===== src/design/mai_pkg.sv =====
// Package for the memory access index generator.
// Holds constants, state and control types, and the PRNG and region helpers.
// No dependencies.
package mai_pkg;

   localparam int unsigned ELEMENTS   = 8388608;
   localparam int unsigned IDX_W      = 23;
   localparam int unsigned ADDR_W     = 30;
   localparam logic [63:0] GOLDEN     = 64'h9e3779b97f4a7c15;
   localparam logic [63:0] ZERO_SEED  = 64'd12345;
   localparam logic [63:0] RNG_RESET  = ZERO_SEED ^ GOLDEN;
   localparam logic [16:0] SHARE_DIV  = 17'(ELEMENTS / 100);
   localparam logic [3:0]  SHARE_MOD  = 4'(ELEMENTS % 100);
   localparam logic [24:0] RECIP_100  = 25'd21474837;

   localparam logic [3:0] MODE_SEQ      = 4'd0;
   localparam logic [3:0] MODE_RANDOM   = 4'd1;
   localparam logic [3:0] MODE_HOT      = 4'd2;
   localparam logic [3:0] MODE_MODERATE = 4'd3;
   localparam logic [3:0] MODE_COLD     = 4'd4;
   localparam logic [3:0] MODE_MIXED    = 4'd5;
   localparam logic [3:0] MODE_LOCAL    = 4'd6;
   localparam logic [3:0] MODE_REMOTE   = 4'd7;
   localparam logic [3:0] MODE_CHANGING = 4'd8;

   localparam logic [2:0] REG_MODE      = 3'd0;
   localparam logic [2:0] REG_SEED      = 3'd1;
   localparam logic [2:0] REG_HOT       = 3'd2;
   localparam logic [2:0] REG_MODERATE  = 3'd3;
   localparam logic [2:0] REG_PHASES    = 3'd4;
   localparam logic [2:0] REG_LIMIT     = 3'd5;
   localparam logic [2:0] REG_WORKER    = 3'd6;
   localparam logic [2:0] REG_WORKERS   = 3'd7;

   typedef enum logic [4:0] {
      ST_IDLE, ST_PREP, ST_TB, ST_TB_W, ST_TE, ST_TE_W, ST_WALK, ST_WALK_W,
      ST_PICK, ST_PICK_W, ST_PICK_Q, ST_PICK_R, ST_PER, ST_PER_W, ST_PHASE,
      ST_PHASE_W, ST_DRAW, ST_DRAW_W
   } state_type;

   typedef struct packed {
      logic start;
      logic long_op;
   } div_req_type;

   typedef struct packed {
      logic busy;
      logic done;
   } div_rsp_type;

   function automatic logic [63:0] rng_step(input logic [63:0] s);
      logic [63:0] v;
      v = (s == 64'd0) ? ZERO_SEED : s;
      v = v ^ (v << 13);
      v = v ^ (v >> 7);
      v = v ^ (v << 17);
      return v;
   endfunction

   function automatic logic [63:0] reseed(input logic [63:0] seed, input logic [5:0] wn);
      logic [63:0] w;
      logic [63:0] prod;
      w    = {58'd0, wn} + 64'd1;
      prod = GOLDEN * w;
      return seed ^ prod;
   endfunction

   function automatic logic [23:0] share_of(input logic [6:0] pct);
      logic [6:0]  p;
      logic [23:0] big;
      logic [31:0] scaled;
      logic [23:0] frac;
      p      = (pct > 7'd100) ? 7'd100 : pct;
      big    = 24'(SHARE_DIV * p);
      scaled = {28'd0, SHARE_MOD} * {25'd0, p} * 32'd5243;
      frac   = 24'(scaled >> 19);
      return big + frac;
   endfunction

   function automatic logic [23:0] phase_span(input logic [4:0] pc);
      logic [23:0] r;
      case (pc)
         5'd2:    r = 24'd4194304;
         5'd3:    r = 24'd2796202;
         5'd4:    r = 24'd2097152;
         5'd5:    r = 24'd1677721;
         5'd6:    r = 24'd1398101;
         5'd7:    r = 24'd1198372;
         5'd8:    r = 24'd1048576;
         5'd9:    r = 24'd932067;
         5'd10:   r = 24'd838860;
         5'd11:   r = 24'd762600;
         5'd12:   r = 24'd699050;
         5'd13:   r = 24'd645277;
         5'd14:   r = 24'd599186;
         5'd15:   r = 24'd559240;
         default: r = 24'd524288;
      endcase
      return r;
   endfunction

endpackage


===== src/design/mai_req_if.sv =====
// Request channel interface of the memory access index generator.
// Carries valid, ready and the restart flag; depends on nothing.
interface mai_req_if;
   logic valid;
   logic ready;
   logic restart;
   modport source (output valid, output restart, input ready);
   modport sink (input valid, input restart, output ready);
endinterface


===== src/design/mai_rsp_if.sv =====
// Response channel interface of the memory access index generator.
// Carries valid, ready and one index word; depends on nothing.
interface mai_rsp_if;
   logic        valid;
   logic        ready;
   logic [22:0] element_index;
   logic [3:0]  phase;
   logic        last;
   modport source (output valid, output element_index, output phase, output last,
                   input ready);
   modport sink (input valid, input element_index, input phase, input last,
                 output ready);
endinterface


===== src/design/mai_div.sv =====
// Serial restoring divider, one quotient bit per cycle, 32 or 64 dividend bits.
// Depends on mai_pkg.
module mai_div import mai_pkg::*; (
   input  logic        clock,
   input  logic        reset,
   input  div_req_type ctl,
   input  logic [63:0] dividend,
   input  logic [31:0] divisor,
   output div_rsp_type stat,
   output logic [63:0] quotient,
   output logic [31:0] remainder
);
   logic [63:0] dvd_ff, dvd_in;
   logic [31:0] rem_ff, rem_in;
   logic [31:0] dsr_ff, dsr_in;
   logic [5:0]  cnt_ff, cnt_in;
   logic        busy_ff, busy_in;
   logic        done_ff, done_in;
   logic [32:0] trial;
   logic        ge;

   always_comb begin
      trial   = {rem_ff, dvd_ff[63]};
      ge      = trial >= {1'b0, dsr_ff};
      dvd_in  = dvd_ff;
      rem_in  = rem_ff;
      dsr_in  = dsr_ff;
      cnt_in  = cnt_ff;
      busy_in = busy_ff;
      done_in = 1'b0;
      if (busy_ff) begin
         rem_in = ge ? 32'(trial - {1'b0, dsr_ff}) : trial[31:0];
         dvd_in = {dvd_ff[62:0], ge};
         cnt_in = cnt_ff - 6'd1;
         if (cnt_ff == 6'd0) begin
            busy_in = 1'b0;
            done_in = 1'b1;
         end
      end else if (ctl.start) begin
         dvd_in  = ctl.long_op ? dividend : {dividend[31:0], 32'd0};
         rem_in  = 32'd0;
         dsr_in  = divisor;
         cnt_in  = ctl.long_op ? 6'd63 : 6'd31;
         busy_in = 1'b1;
      end
   end

   always_ff @(posedge clock) begin
      if (reset) begin
         busy_ff <= 1'b0;
         done_ff <= 1'b0;
      end else begin
         busy_ff <= busy_in;
         done_ff <= done_in;
      end
      dvd_ff <= dvd_in;
      rem_ff <= rem_in;
      dsr_ff <= dsr_in;
      cnt_ff <= cnt_in;
   end

   assign stat.busy = busy_ff;
   assign stat.done = done_ff;
   assign quotient  = dvd_ff;
   assign remainder = rem_ff;
endmodule


===== src/design/memory_access_index_generator.sv =====
// Top level of the memory access index generator: config registers and sequencer.
// Depends on mai_pkg, mai_req_if, mai_rsp_if and mai_div.
//
// Usage: each word taken on req_chan (valid and ready high at a clock edge) asks
// for one element index; its restart bit reseeds the xorshift64 state and zeroes
// the operation count first. One word per request leaves on rsp_chan with the
// index, the phase and the last flag.
// The block takes one request at a time and is not ready while it works. Slice
// bounds, walk offsets, phase length, phase and draw spans run on one serial
// divider, with a 32-bit dividend or, for draws, a 64-bit one. The percent
// pick steps the random word, folds it, takes its quotient by 100 and then its
// remainder; a draw from a range of width 0 or 1 skips the divider.
// The result register frees the sequencer: a new request is taken while a
// result waits; a stalled receiver holds the block only when the next result
// is done. Reset is synchronous, loads the register defaults and the seeded
// generator state; there is no clearing pass. Write csr_ registers only while
// idle.
module memory_access_index_generator import mai_pkg::*; (
   input  logic        clock,
   input  logic        reset,
   mai_req_if.sink     req_chan,
   mai_rsp_if.source   rsp_chan,
   input  logic        csr_write_enable,
   input  logic [2:0]  csr_index,
   input  logic [63:0] csr_write_data
);
   logic [3:0]  mode_ff;
   logic [63:0] seed_ff;
   logic [6:0]  hot_ff, moderate_ff;
   logic [4:0]  phases_ff;
   logic [31:0] limit_ff;
   logic [5:0]  worker_ff;
   logic [6:0]  workers_ff;

   state_type   state_ff, state_in;
   logic [63:0] rng_ff, rng_in;
   logic [31:0] op_ff, op_in;
   logic [ADDR_W-1:0] lo_ff, lo_in, hi_ff, hi_in;
   logic [ADDR_W-1:0] idx_ff, idx_in;
   logic [23:0] hot_end_ff, hot_end_in, mod_end_ff, mod_end_in;
   logic [31:0] per_ff, per_in;
   logic [3:0]  ph_ff, ph_in;
   logic [23:0] fold_ff, fold_in;
   logic [16:0] pq_ff, pq_in;
   logic        rsp_valid_ff, rsp_valid_in;
   logic [22:0] rsp_idx_ff, rsp_idx_in;
   logic [3:0]  rsp_ph_ff, rsp_ph_in;
   logic        rsp_last_ff, rsp_last_in;

   div_req_type div_ctl;
   div_rsp_type div_stat;
   logic [63:0] div_dividend, div_quot;
   logic [31:0] div_divisor, div_rem;

   logic [6:0]  wc;
   logic [4:0]  pc;
   logic [23:0] psize;
   logic [24:0] mod_sum;
   logic [ADDR_W-1:0] span;
   logic [63:0] rng_next;
   logic [ADDR_W-1:0] te_q, ph_base;
   logic [48:0] recip_prod;
   logic [23:0] pct;
   logic        take;

   mai_div u_div (
      .clock     (clock),
      .reset     (reset),
      .ctl       (div_ctl),
      .dividend  (div_dividend),
      .divisor   (div_divisor),
      .stat      (div_stat),
      .quotient  (div_quot),
      .remainder (div_rem)
   );

   always_ff @(posedge clock) begin
      if (reset) begin
         mode_ff     <= MODE_SEQ;
         seed_ff     <= ZERO_SEED;
         hot_ff      <= 7'd10;
         moderate_ff <= 7'd30;
         phases_ff   <= 5'd3;
         limit_ff    <= 32'd1000000;
         worker_ff   <= 6'd0;
         workers_ff  <= 7'd1;
      end else if (csr_write_enable) begin
         case (csr_index)
            REG_MODE:     mode_ff     <= csr_write_data[3:0];
            REG_SEED:     seed_ff     <= csr_write_data;
            REG_HOT:      hot_ff      <= csr_write_data[6:0];
            REG_MODERATE: moderate_ff <= csr_write_data[6:0];
            REG_PHASES:   phases_ff   <= csr_write_data[4:0];
            REG_LIMIT:    limit_ff    <= csr_write_data[31:0];
            REG_WORKER:   worker_ff   <= csr_write_data[5:0];
            REG_WORKERS:  workers_ff  <= csr_write_data[6:0];
            default:      ;
         endcase
      end
   end

   assign wc         = (workers_ff == 7'd0) ? 7'd1 : workers_ff;
   assign pc         = (phases_ff < 5'd2) ? 5'd2 : ((phases_ff > 5'd16) ? 5'd16 : phases_ff);
   assign psize      = phase_span(pc);
   assign span       = hi_ff - lo_ff;
   assign rng_next   = rng_step(rng_ff);
   assign recip_prod = {25'd0, fold_ff} * {24'd0, RECIP_100};
   assign pct        = fold_ff - {7'd0, pq_ff} * 24'd100;
   assign take       = req_chan.valid && req_chan.ready;
   assign req_chan.ready = (state_ff == ST_IDLE);

   always_comb begin
      state_in     = state_ff;
      rng_in       = rng_ff;
      op_in        = op_ff;
      lo_in        = lo_ff;
      hi_in        = hi_ff;
      idx_in       = idx_ff;
      hot_end_in   = hot_end_ff;
      mod_end_in   = mod_end_ff;
      per_in       = per_ff;
      ph_in        = ph_ff;
      fold_in      = fold_ff;
      pq_in        = pq_ff;
      rsp_valid_in = rsp_valid_ff && !rsp_chan.ready;
      rsp_idx_in   = rsp_idx_ff;
      rsp_ph_in    = rsp_ph_ff;
      rsp_last_in  = rsp_last_ff;
      div_ctl      = '0;
      div_dividend = 64'd0;
      div_divisor  = 32'd1;
      mod_sum      = 25'd0;
      te_q         = div_quot[ADDR_W-1:0];
      ph_base      = ADDR_W'(ph_ff * psize);

      case (state_ff)
         ST_IDLE: begin
            if (take) begin
               ph_in  = 4'd0;
               idx_in = '0;
               if (req_chan.restart) begin
                  rng_in = reseed(seed_ff, worker_ff);
                  op_in  = 32'd0;
               end
               state_in = ST_PREP;
            end
         end
         ST_PREP: begin
            hot_end_in = share_of(hot_ff);
            mod_sum    = {1'b0, hot_end_in} + {1'b0, share_of(moderate_ff)};
            mod_end_in = (mod_sum > 25'(ELEMENTS)) ? 24'(ELEMENTS) : mod_sum[23:0];
            case (mode_ff)
               MODE_SEQ, MODE_LOCAL, MODE_REMOTE, MODE_RANDOM: state_in = ST_TB;
               MODE_HOT, MODE_MODERATE, MODE_COLD, MODE_MIXED: state_in = ST_PICK;
               MODE_CHANGING:                                  state_in = ST_PER;
               default:                                        state_in = ST_DRAW_W;
            endcase
         end
         ST_TB, ST_TE: begin
            div_ctl.start = 1'b1;
            div_dividend  = (state_ff == ST_TB) ? {35'd0, worker_ff, 23'd0}
                                                : 64'({7'd0, worker_ff} + 7'd1) << 23;
            div_divisor   = {25'd0, wc};
            state_in      = (state_ff == ST_TB) ? ST_TB_W : ST_TE_W;
         end
         ST_TB_W: begin
            if (div_stat.done) begin
               lo_in    = div_quot[ADDR_W-1:0];
               state_in = ST_TE;
            end
         end
         ST_TE_W: begin
            if (div_stat.done) begin
               hi_in    = (te_q <= lo_ff) ? lo_ff + 1'b1 : te_q;
               state_in = (mode_ff == MODE_RANDOM) ? ST_DRAW : ST_WALK;
            end
         end
         ST_WALK: begin
            div_ctl.start = 1'b1;
            div_dividend  = {32'd0, op_ff};
            div_divisor   = 32'(span);
            state_in      = ST_WALK_W;
         end
         ST_WALK_W: begin
            if (div_stat.done) begin
               idx_in   = lo_ff + div_rem[ADDR_W-1:0];
               state_in = ST_DRAW_W;
            end
         end
         ST_PICK: begin
            rng_in   = rng_next;
            state_in = ST_PICK_W;
         end
         ST_PICK_W: begin
            fold_in  = {8'd0, rng_ff[15:0]} + {8'd0, rng_ff[31:16]} * 24'd36
                     + {8'd0, rng_ff[47:32]} * 24'd96 + {8'd0, rng_ff[63:48]} * 24'd56;
            state_in = ST_PICK_Q;
         end
         ST_PICK_Q: begin
            pq_in    = 17'(recip_prod >> 31);
            state_in = ST_PICK_R;
         end
         ST_PICK_R: begin
            lo_in    = '0;
            hi_in    = ADDR_W'(ELEMENTS);
            state_in = ST_DRAW;
            case (mode_ff)
               MODE_HOT: begin
                  if (pct < 24'd99) hi_in = ADDR_W'(hot_end_ff);
               end
               MODE_MODERATE: begin
                  if (pct < 24'd70) begin
                     lo_in = ADDR_W'(hot_end_ff);
                     hi_in = ADDR_W'(mod_end_ff);
                  end
               end
               MODE_COLD: begin
                  if (pct < 24'd10) hi_in = ADDR_W'(hot_end_ff);
               end
               default: begin
                  if (pct < 24'd70) begin
                     hi_in = ADDR_W'(hot_end_ff);
                  end else if (pct < 24'd95) begin
                     lo_in = ADDR_W'(hot_end_ff);
                     hi_in = ADDR_W'(mod_end_ff);
                  end else begin
                     lo_in = ADDR_W'(mod_end_ff);
                  end
               end
            endcase
         end
         ST_PER: begin
            div_ctl.start = 1'b1;
            div_dividend  = {32'd0, limit_ff};
            div_divisor   = {27'd0, pc};
            state_in      = ST_PER_W;
         end
         ST_PER_W: begin
            if (div_stat.done) begin
               per_in   = (div_quot[31:0] == 32'd0) ? 32'd1 : div_quot[31:0];
               state_in = ST_PHASE;
            end
         end
         ST_PHASE: begin
            div_ctl.start = 1'b1;
            div_dividend  = {32'd0, op_ff};
            div_divisor   = per_ff;
            state_in      = ST_PHASE_W;
         end
         ST_PHASE_W: begin
            if (div_stat.done) begin
               ph_in    = (div_quot[31:0] >= {27'd0, pc}) ? 4'(pc - 5'd1) : div_quot[3:0];
               state_in = ST_PHASE_W;
               if (div_stat.done) state_in = ST_DRAW;
            end
         end
         ST_DRAW: begin
            if (mode_ff == MODE_CHANGING && lo_ff == '0 && hi_ff == '0) begin
               lo_in    = ph_base;
               hi_in    = ({1'b0, ph_ff} + 5'd1 == pc) ? ADDR_W'(ELEMENTS)
                                                      : ph_base + ADDR_W'(psize);
            end else if (hi_ff <= lo_ff + 1'b1) begin
               idx_in   = lo_ff;
               state_in = ST_DRAW_W;
               lo_in    = '0;
               hi_in    = '0;
            end else begin
               rng_in          = rng_next;
               div_ctl.start   = 1'b1;
               div_ctl.long_op = 1'b1;
               div_dividend    = rng_next;
               div_divisor     = 32'(span);
               state_in        = ST_DRAW_W;
               lo_in           = '0;
               hi_in           = '0;
               idx_in          = lo_ff;
            end
         end
         ST_DRAW_W: begin
            if (!div_stat.busy && !div_ctl.start && (!rsp_valid_ff || rsp_chan.ready)) begin
               if (div_stat.done) idx_in = idx_ff + div_rem[ADDR_W-1:0];
               rsp_valid_in = 1'b1;
               rsp_idx_in   = (idx_in >= ADDR_W'(ELEMENTS)) ? 23'(ELEMENTS - 1)
                                                            : idx_in[22:0];
               rsp_ph_in    = ph_ff;
               rsp_last_in  = (limit_ff != 32'd0) && (op_ff == limit_ff - 32'd1);
               op_in        = op_ff + 32'd1;
               lo_in        = '0;
               hi_in        = '0;
               state_in     = ST_IDLE;
            end else if (div_stat.done) begin
               idx_in = idx_ff + div_rem[ADDR_W-1:0];
            end
         end
         default: state_in = ST_IDLE;
      endcase
   end

   always_ff @(posedge clock) begin
      if (reset) begin
         state_ff     <= ST_IDLE;
         rng_ff       <= RNG_RESET;
         op_ff        <= 32'd0;
         rsp_valid_ff <= 1'b0;
         lo_ff        <= '0;
         hi_ff        <= '0;
      end else begin
         state_ff     <= state_in;
         rng_ff       <= rng_in;
         op_ff        <= op_in;
         rsp_valid_ff <= rsp_valid_in;
         lo_ff        <= lo_in;
         hi_ff        <= hi_in;
      end
      idx_ff      <= idx_in;
      hot_end_ff  <= hot_end_in;
      mod_end_ff  <= mod_end_in;
      per_ff      <= per_in;
      ph_ff       <= ph_in;
      fold_ff     <= fold_in;
      pq_ff       <= pq_in;
      rsp_idx_ff  <= rsp_idx_in;
      rsp_ph_ff   <= rsp_ph_in;
      rsp_last_ff <= rsp_last_in;
   end

   assign rsp_chan.valid         = rsp_valid_ff;
   assign rsp_chan.element_index = rsp_idx_ff;
   assign rsp_chan.phase         = rsp_ph_ff;
   assign rsp_chan.last          = rsp_last_ff;
endmodule


===== src/flat_wrapper.sv =====
// flat-port wrapper written by rule: the top's interface ports become plain ports
module memory_access_index_generator_flat import mai_pkg::*;
  (clock, reset, csr_write_enable, csr_index, csr_write_data, req_chan_valid, req_chan_restart, req_chan_ready, rsp_chan_valid, rsp_chan_element_index, rsp_chan_phase, rsp_chan_last, rsp_chan_ready);
  mai_req_if req_chan_i ();
  mai_rsp_if rsp_chan_i ();
  input  logic clock;
  input  logic reset;
  input  logic csr_write_enable;
  input  logic [2:0] csr_index;
  input  logic [63:0] csr_write_data;
  input wire logic [$bits(req_chan_i.valid)-1:0] req_chan_valid;
  input wire logic [$bits(req_chan_i.restart)-1:0] req_chan_restart;
  output wire logic [$bits(req_chan_i.ready)-1:0] req_chan_ready;
  output wire logic [$bits(rsp_chan_i.valid)-1:0] rsp_chan_valid;
  output wire logic [$bits(rsp_chan_i.element_index)-1:0] rsp_chan_element_index;
  output wire logic [$bits(rsp_chan_i.phase)-1:0] rsp_chan_phase;
  output wire logic [$bits(rsp_chan_i.last)-1:0] rsp_chan_last;
  input wire logic [$bits(rsp_chan_i.ready)-1:0] rsp_chan_ready;
  assign req_chan_i.valid = req_chan_valid;
  assign req_chan_i.restart = req_chan_restart;
  assign req_chan_ready = req_chan_i.ready;
  assign rsp_chan_valid = rsp_chan_i.valid;
  assign rsp_chan_element_index = rsp_chan_i.element_index;
  assign rsp_chan_phase = rsp_chan_i.phase;
  assign rsp_chan_last = rsp_chan_i.last;
  assign rsp_chan_i.ready = rsp_chan_ready;
  memory_access_index_generator u_core (.clock(clock), .reset(reset), .req_chan(req_chan_i), .rsp_chan(rsp_chan_i), .csr_write_enable(csr_write_enable), .csr_index(csr_index), .csr_write_data(csr_write_data));
endmodule

===== config.mk =====
export PLATFORM = sky130hd
export DESIGN_NAME = memory_access_index_generator_flat
export DESIGN_NICKNAME = d
export VERILOG_FILES = /design/src/design/mai_pkg.sv /design/src/design/mai_req_if.sv /design/src/design/mai_rsp_if.sv /design/src/design/mai_div.sv /design/src/design/memory_access_index_generator.sv /design/src/flat_wrapper.sv
export SDC_FILE = /design/constraint.sdc
export NUM_CORES = 2
export LEC_CHECK = 0
export BUFFER_PORTS_ARGS = -buffer_cell sky130_fd_sc_hd__buf_4
export CAP_MARGIN = 30
export CORE_MARGIN = 4
export CORE_UTILIZATION = 50
export DETAILED_ROUTE_END_ITERATION = 8
export GPL_TIMING_DRIVEN = 0
export PLACE_DENSITY = 0.68
export SYNTH_ARGS = -nofsm -noshare
export SYNTH_HDL_FRONTEND = slang
export SYNTH_SLANG_ARGS = --single-unit

===== constraint.sdc =====
create_clock -name clock -period 9 [get_ports clock]
set_clock_uncertainty 0.1 [all_clocks]
set_input_delay 1.8 -clock clock [delete_from_list [all_inputs] [get_ports clock]]
set_output_delay 1.8 -clock clock [all_outputs]
set_load 0.05 [all_outputs]

=== Word level (Yosys, flattened, before mapping) ===
Memories as Yosys holds them, arrays and structs flattened. A register that Yosys moved wholly into a read port is not among the register bits.
Cells that the tools add are included.

* Add/sub/neg operators: 19
* Multipliers: 11
* Order comparisons: 14
* Eq/ne operators: 41
* Muxes and demuxes: 86
* Bitwise gates (word level): 5
* Reduce and logical (&&, ||, !) cells: 49

{| class="wikitable"
|+ Operators with widths
! operator !! count
|-
| $mux 64 || 11
|-
| $mux 30 || 16
|-
| $pmux 30 s4 || 3
|-
| $pmux 64 s4 || 1
|-
| $mux 32 || 7
|-
| $pmux 64 s3 || 1
|-
| $xor 64x64->64 || 3
|-
| $mux 24 || 7
|-
| $pmux 32 s5 || 1
|-
| $pmux 30 s3 || 1
|-
| $pmux 5 s17 || 1
|-
| $lt 24x7->1 const B || 3
|-
| $logic_not 64->1 || 1
|-
| $mul 64x64->64 const A || 1
|-
| $pmux 32 s2 || 1
|-
| $xor 64x57->64 || 1
|-
| $add 30x30->30 || 2
|-
| $le 30x30->1 || 2
|-
| $logic_not 30->1 || 2
|-
| $pmux 30 s2 || 1
|-
| $mux 5 || 11
|-
| $add 24x5->24 || 2
|-
| $mul 24x25->48 const B || 1
|-
| $mul 16x7->23 const A || 2
|-
| other kinds (74) || 143
|}

* Bits in registers: 613
* Bits in read-only memories: 448
* Input bits: 73
* Output and inout bits: 30
* Logic and storage cells: 257
* Memories kept: 2

{| class="wikitable"
|+ Memory list
! name !! depth !! width !! read ports !! clocked after memory_dff !! write ports !! line !! RTL
|-
| (name not given) || 16 || 23 || 1 || 0 || 0 || mai_pkg.sv:82 || <nowiki>case (pc)</nowiki>
|-
| (name not given) || 16 || 5 || 1 || 1 || 0 || memory_access_index_generator.sv:152 || <nowiki>case (mode_ff)</nowiki>
|}

=== Logic depth before layout (Yosys ltp) ===
* Word-level depth: 11
* Gate-level depth with buffers: 43
* Mapped depth without buffers: 42

=== Modules after synthesis ===
From an unflattened synthesis, not the netlist that was laid out.

* Cell total of the unflattened synthesis: 8,354
* Area, all modules: 73,043.8 um^2

{| class="wikitable"
|+ By module, submodules not included
! module !! times used !! cells an instance !! area an instance (um^2) !! seq. area each (um^2)
|-
| memory_access_index_generator || 1 || 7,647 || 65,322.6 || 11,461.0
|-
| mai_div || 1 || 707 || 7,721.2 || 4,063.9
|}

=== Worst setup path after synthesis ===
No wires, ideal clock.

* Path type: flip-flop to flip-flop
* From: register u_core.moderate_ff[0]
* To: register u_core.mod_end_ff[12] (data pin)
* Library setup time: 266 ps
* Arrival time: 8,294 ps
* Data required time: 8,634 ps
* Setup slack: 340 ps
* Cell stages (with the launch flop): 39
* Buffers on the path: 1
* Clock period less this slack: 8,660 ps
* Cell sequence: dfxtp_1 -> o21ai_0 -> a21o_1 -> nand2b_1 -> fa_1 -> fa_1 -> fa_1 -> inv_1 -> fa_1 -> inv_1 -> ha_1 -> a21o_1 -> a21o_1 -> a21o_1 -> a21o_1 -> a21o_1 -> a21o_1 -> a31oi_1 -> (+3 left out) -> a21o_1 -> a21oi_1 -> nor3_1 -> and3_1 -> nand3_1 -> nor2b_1 -> nand2_1 -> xnor2_1 -> ha_1 -> a21o_1 -> a21o_1 -> a221o_1 -> a21oi_1 -> nand2b_1 -> a21boi_0 -> a32oi_1 -> clkbuf_1 -> nor2_1

* Longest elaborated chain between the ends: 6
* Elaborated cells between the ends (all ways): 7
* Classes of those cells: add/sub: 2; mul: 2; order compare: 2; mux: 1

{| class="wikitable"
|+ RTL lines
! element !! line !! RTL
|-
| start: declaration || memory_access_index_generator.sv:29 || <nowiki>logic [6:0] hot_ff, moderate_ff;</nowiki>
|-
| start signal: assignment || memory_access_index_generator.sv:92 || <nowiki>REG_MODERATE: moderate_ff <= csr_write_data[6:0];</nowiki>
|-
| $gt 7x7->1 || mai_pkg.sv:73 || <nowiki>p = (pct > 7'd100) ? 7'd100 : pct;</nowiki>
|-
| $mux 7 * || mai_pkg.sv:73 ||
|-
| $mul 16x7->23 or $mul 7x13->20 (tied branches) || mai_pkg.sv:74, mai_pkg.sv:75 ||
|-
| $add 24x5->24 * || mai_pkg.sv:77 || <nowiki>return big + frac;</nowiki>
|-
| $add 24x24->25 * || memory_access_index_generator.sv:150 || <nowiki>mod_sum = {1'b0, hot_end_in} + {1'b0, share_of(moderate_ff)};</nowiki>
|-
| $gt 25x24->1 || memory_access_index_generator.sv:151 || <nowiki>mod_end_in = (mod_sum > 25'(ELEMENTS)) ? 24'(ELEMENTS) : mod_sum[23:0];</nowiki>
|-
| end signal: assignment || memory_access_index_generator.sv:317 || <nowiki>mod_end_ff <= mod_end_in;</nowiki>
|-
| end: declaration || memory_access_index_generator.sv:40 || <nowiki>logic [23:0] hot_end_ff, hot_end_in, mod_end_ff, mod_end_in;</nowiki>
|}

Every way passes the cells marked *; elsewhere a longest branch is shown, timed or not.
A chain may end at the register's enable or synchronous reset.

=== Worst setup path after layout ===
* From: register u_core.moderate_ff[0]
* To: register u_core.mod_end_ff[21] (data pin)

Same word-level chain as after synthesis.

==> impl_metrics.yaml <==
setup_path:
  critical_path_class: "reg2reg"
  cp.depth: 43
  critPathTopFamily: "compound AO/OA/AOI/OAI gates"
  r2r_slack_ps: 190
  cpMostUsedCell: "a21o_1"
  cp_slowest_cell: "fa_1"
  end_kind: "flip-flop"
  setup.worst_path.start_class: "flip-flop"
  cp.required_ps: 9410
  r2r_cells: 43
  path_buf_inv: 7
  slowest_delay_ps: 500
  critPathMaxFanout: 4
  cp.arrival_ps: 9220
cts:
  clock_latency_ps: 700
  cts_hold_buf: 0
  cts_max_level: 3
  cts_tree: "done"
  clockBufferDepth: 3
  cts_sinks: 617
  clk_pin_slew_ps: 60
  numCtsBuffers: 74
  cts-root-buf: "clkbuf_16"
floorplanning:
  die_y_um: 390
  die_area_um2: 152000
  core_area_um2: 144000
  initial_core_util_pct: 50.6
  ioPinCount: 103
  core.rowCount: 139
  die_w_um: 390
global_route:
  grt_pass1_vias: 64100
  grt_max_degree: 54
  gr-total-overflow: 0
  grt_pass1_wl_um: 397000
  antenna_found_initial: 13
  grtUsageTotal_pct: 34.3
sta:
  setup_violations: 0
  relSlewSlack_pct: 23.7
  fin_ws_ps: 193
  worst_slew_pin_slew_ps: 1140
  slew_viol_final: 0
  clock.fmax_ghz: 0.114
  hold_viol: 0
  period_minus_slack_ps: 8810
  rsz0062_at_grt: "yes"
  fin_crit_sh_pct: 97.9
cells_and_area:
  multiInputGateArea_um2: 53600
  drive_gt1_share_pct: 6.49
  syn2layout_area_growth_pct: 9.97
  nFillCells: 13400
  fin_nets: 10200
  final_util_pct: 55.6
  ff_latch_area_um2: 15600
synth:
  ys_seq_area_share_pct: 21.3
  synth_common_cells: "ha_1 (1,008), inv_1 (882), nand2_1 (791)"
  avgSynthCellArea_um2: 8.74
  synth_area_leaders: "ha_1 (17%), edfxtp_1 (13%), fa_1 (12%)"
  synth-seq-cells: 617
  synth_compound_area_share_pct: 18.1
  yosysTopAreaCell: "ha_1"
  synth_most_common_cell: "ha_1"
  synth_mux_area_share_pct: 1.35
  yosys_warnings: 0
  netlist_instances: 8358
  async_flop_share_pct: 0
  syn_nets: 9890
  synth_top_family_by_area: "adder cells"
  ys_types: 101
  yosysTopAreaCellShare_pct: 17.3
  synth_edf_count: 317
  synthAdderAreaFrac_pct: 29.6
  synth-simple-area-share_pct: 14.5
  syn_area_um2: 73000
  synth-main-ff-cell: "edfxtp_1"
  synth-xor-area-share_pct: 8.81
placed_design:
  detailed_place_hpwl_um: 220000
  pre_cts_slack_ps: -1250
  portBuffers: 97
  globalplace.congestion: 1.05
drt:
  wl_per_cell_um: 25.2
  drtPass1Iterations: 6
  route.detailed.drc: 0
  via_per_inst: 6.17
  ant_nets: 0
  routed_wl_um: 267000
  drt_iter0_drc: 6330
  vias: 65400
status:
  status: "finished clean"
worst_hold_path:
  worstHoldPathType: "reg2reg"
  worstHoldPathCells: 2
run:
  drv_cap: 0
## routing by layer
metal,vias up,share of wire (%),track usage [%]
li1,30000,-,-
met4,10,6.1,16.4
met3,688,7.8,5.50
met2,2846,46,56.4
met1,31800,40,44.2
met5,-,0.022,0
## cell usage in the layout, fill, tap and decap left out, types with 50 or more instances in the layout
cell	n
and2_1	57
o21ai_0	417
a21o_1	180
nor2_1	527
nor2b_1	78
a21oi_1	527
and3_1	63
nor3_1	149
clkbuf_16	76
mux2i_1	85
nand4_1	78
o211ai_1	50
ha_1	998
a31oi_1	56
edfxtp_1	317
buf_4	159
clkbuf_1	294
nand2_1	785
dfxtp_1	288
a211oi_1	110
inv_1	878
o21a_1	79
xor2_1	231
fa_1	448
nor4_1	64
nand3_1	149
nand2b_1	51
xnor2_1	491
o21bai_1	51
## area by class of cell
type | count | share of cell area (%)
Antenna cell | 3 | 0.00935
Tap cell | 1903 | 2.96
Clock buffer | 102 | 2.59
Timing Repair Buffer | 192 | 2.08
Multi-Input combinational cell | 6529 | 66.7
Clock inverter | 35 | 0.520
Sequential cell | 617 | 19.4
Inverter | 885 | 4.15
Buffer | 325 | 1.66
## worst min-delay path: stages (launching register included)
cell and delay [ps]:
dfxtp_1 310, nand2_1 60, a21oi_1 50
## metrics by stage
stage               cell area, um2  TNS (ps)  hold WS [ps]  cells
floorplan                    73000         0           340   8358
global placement             76200   -325040           354  10400
detailed placement           76800    -28790           362  10400
CTS                          79600         0           370  10600
global route                 80300     -2950           387  10600
finish                       80300         0           370  10600
## path summary, 6_finish.rpt
kind                              start               endpoint
setup / recovery  u_core.moderate_ff[0]  u_core.mod_end_ff[21]
hold / removal       u_core.seed_ff[62]     u_core.seed_ff[62]
setup reg to reg  u_core.moderate_ff[0]  u_core.mod_end_ff[21]
hold reg to reg      u_core.seed_ff[62]     u_core.seed_ff[62]
## state kept, by name, summed over array words and instances, names as in the netlist, 30 cells and up, named ones only
name / flops
u_core.hi_ff: 30
u_core.idx_ff: 30
u_core.limit_ff: 32
u_core.lo_ff: 30
u_core.op_ff: 32
u_core.per_ff: 32
u_core.rng_ff: 64
u_core.seed_ff: 64
u_core.u_div.dsr_ff: 32
u_core.u_div.quotient: 64
u_core.u_div.remainder: 32
## logic make-up after synthesis
kind of cell,after synthesis
other cells,1
fa+ha+maj,1460
flops,617
simple gates,2238
buf+inv,1212
mux,97
compound gates,1998
xor+xnor,735
## repair_timing
action,in CTS,in global routing
cloned,2,0
setup endpoints to repair,33,61
gates resized for setup,54,108
pin swaps,12,57
setup buffers,13,35
Power is not shown: default switching activity piles up to over one toggle a cycle in this logic, so the estimate is an artifact.
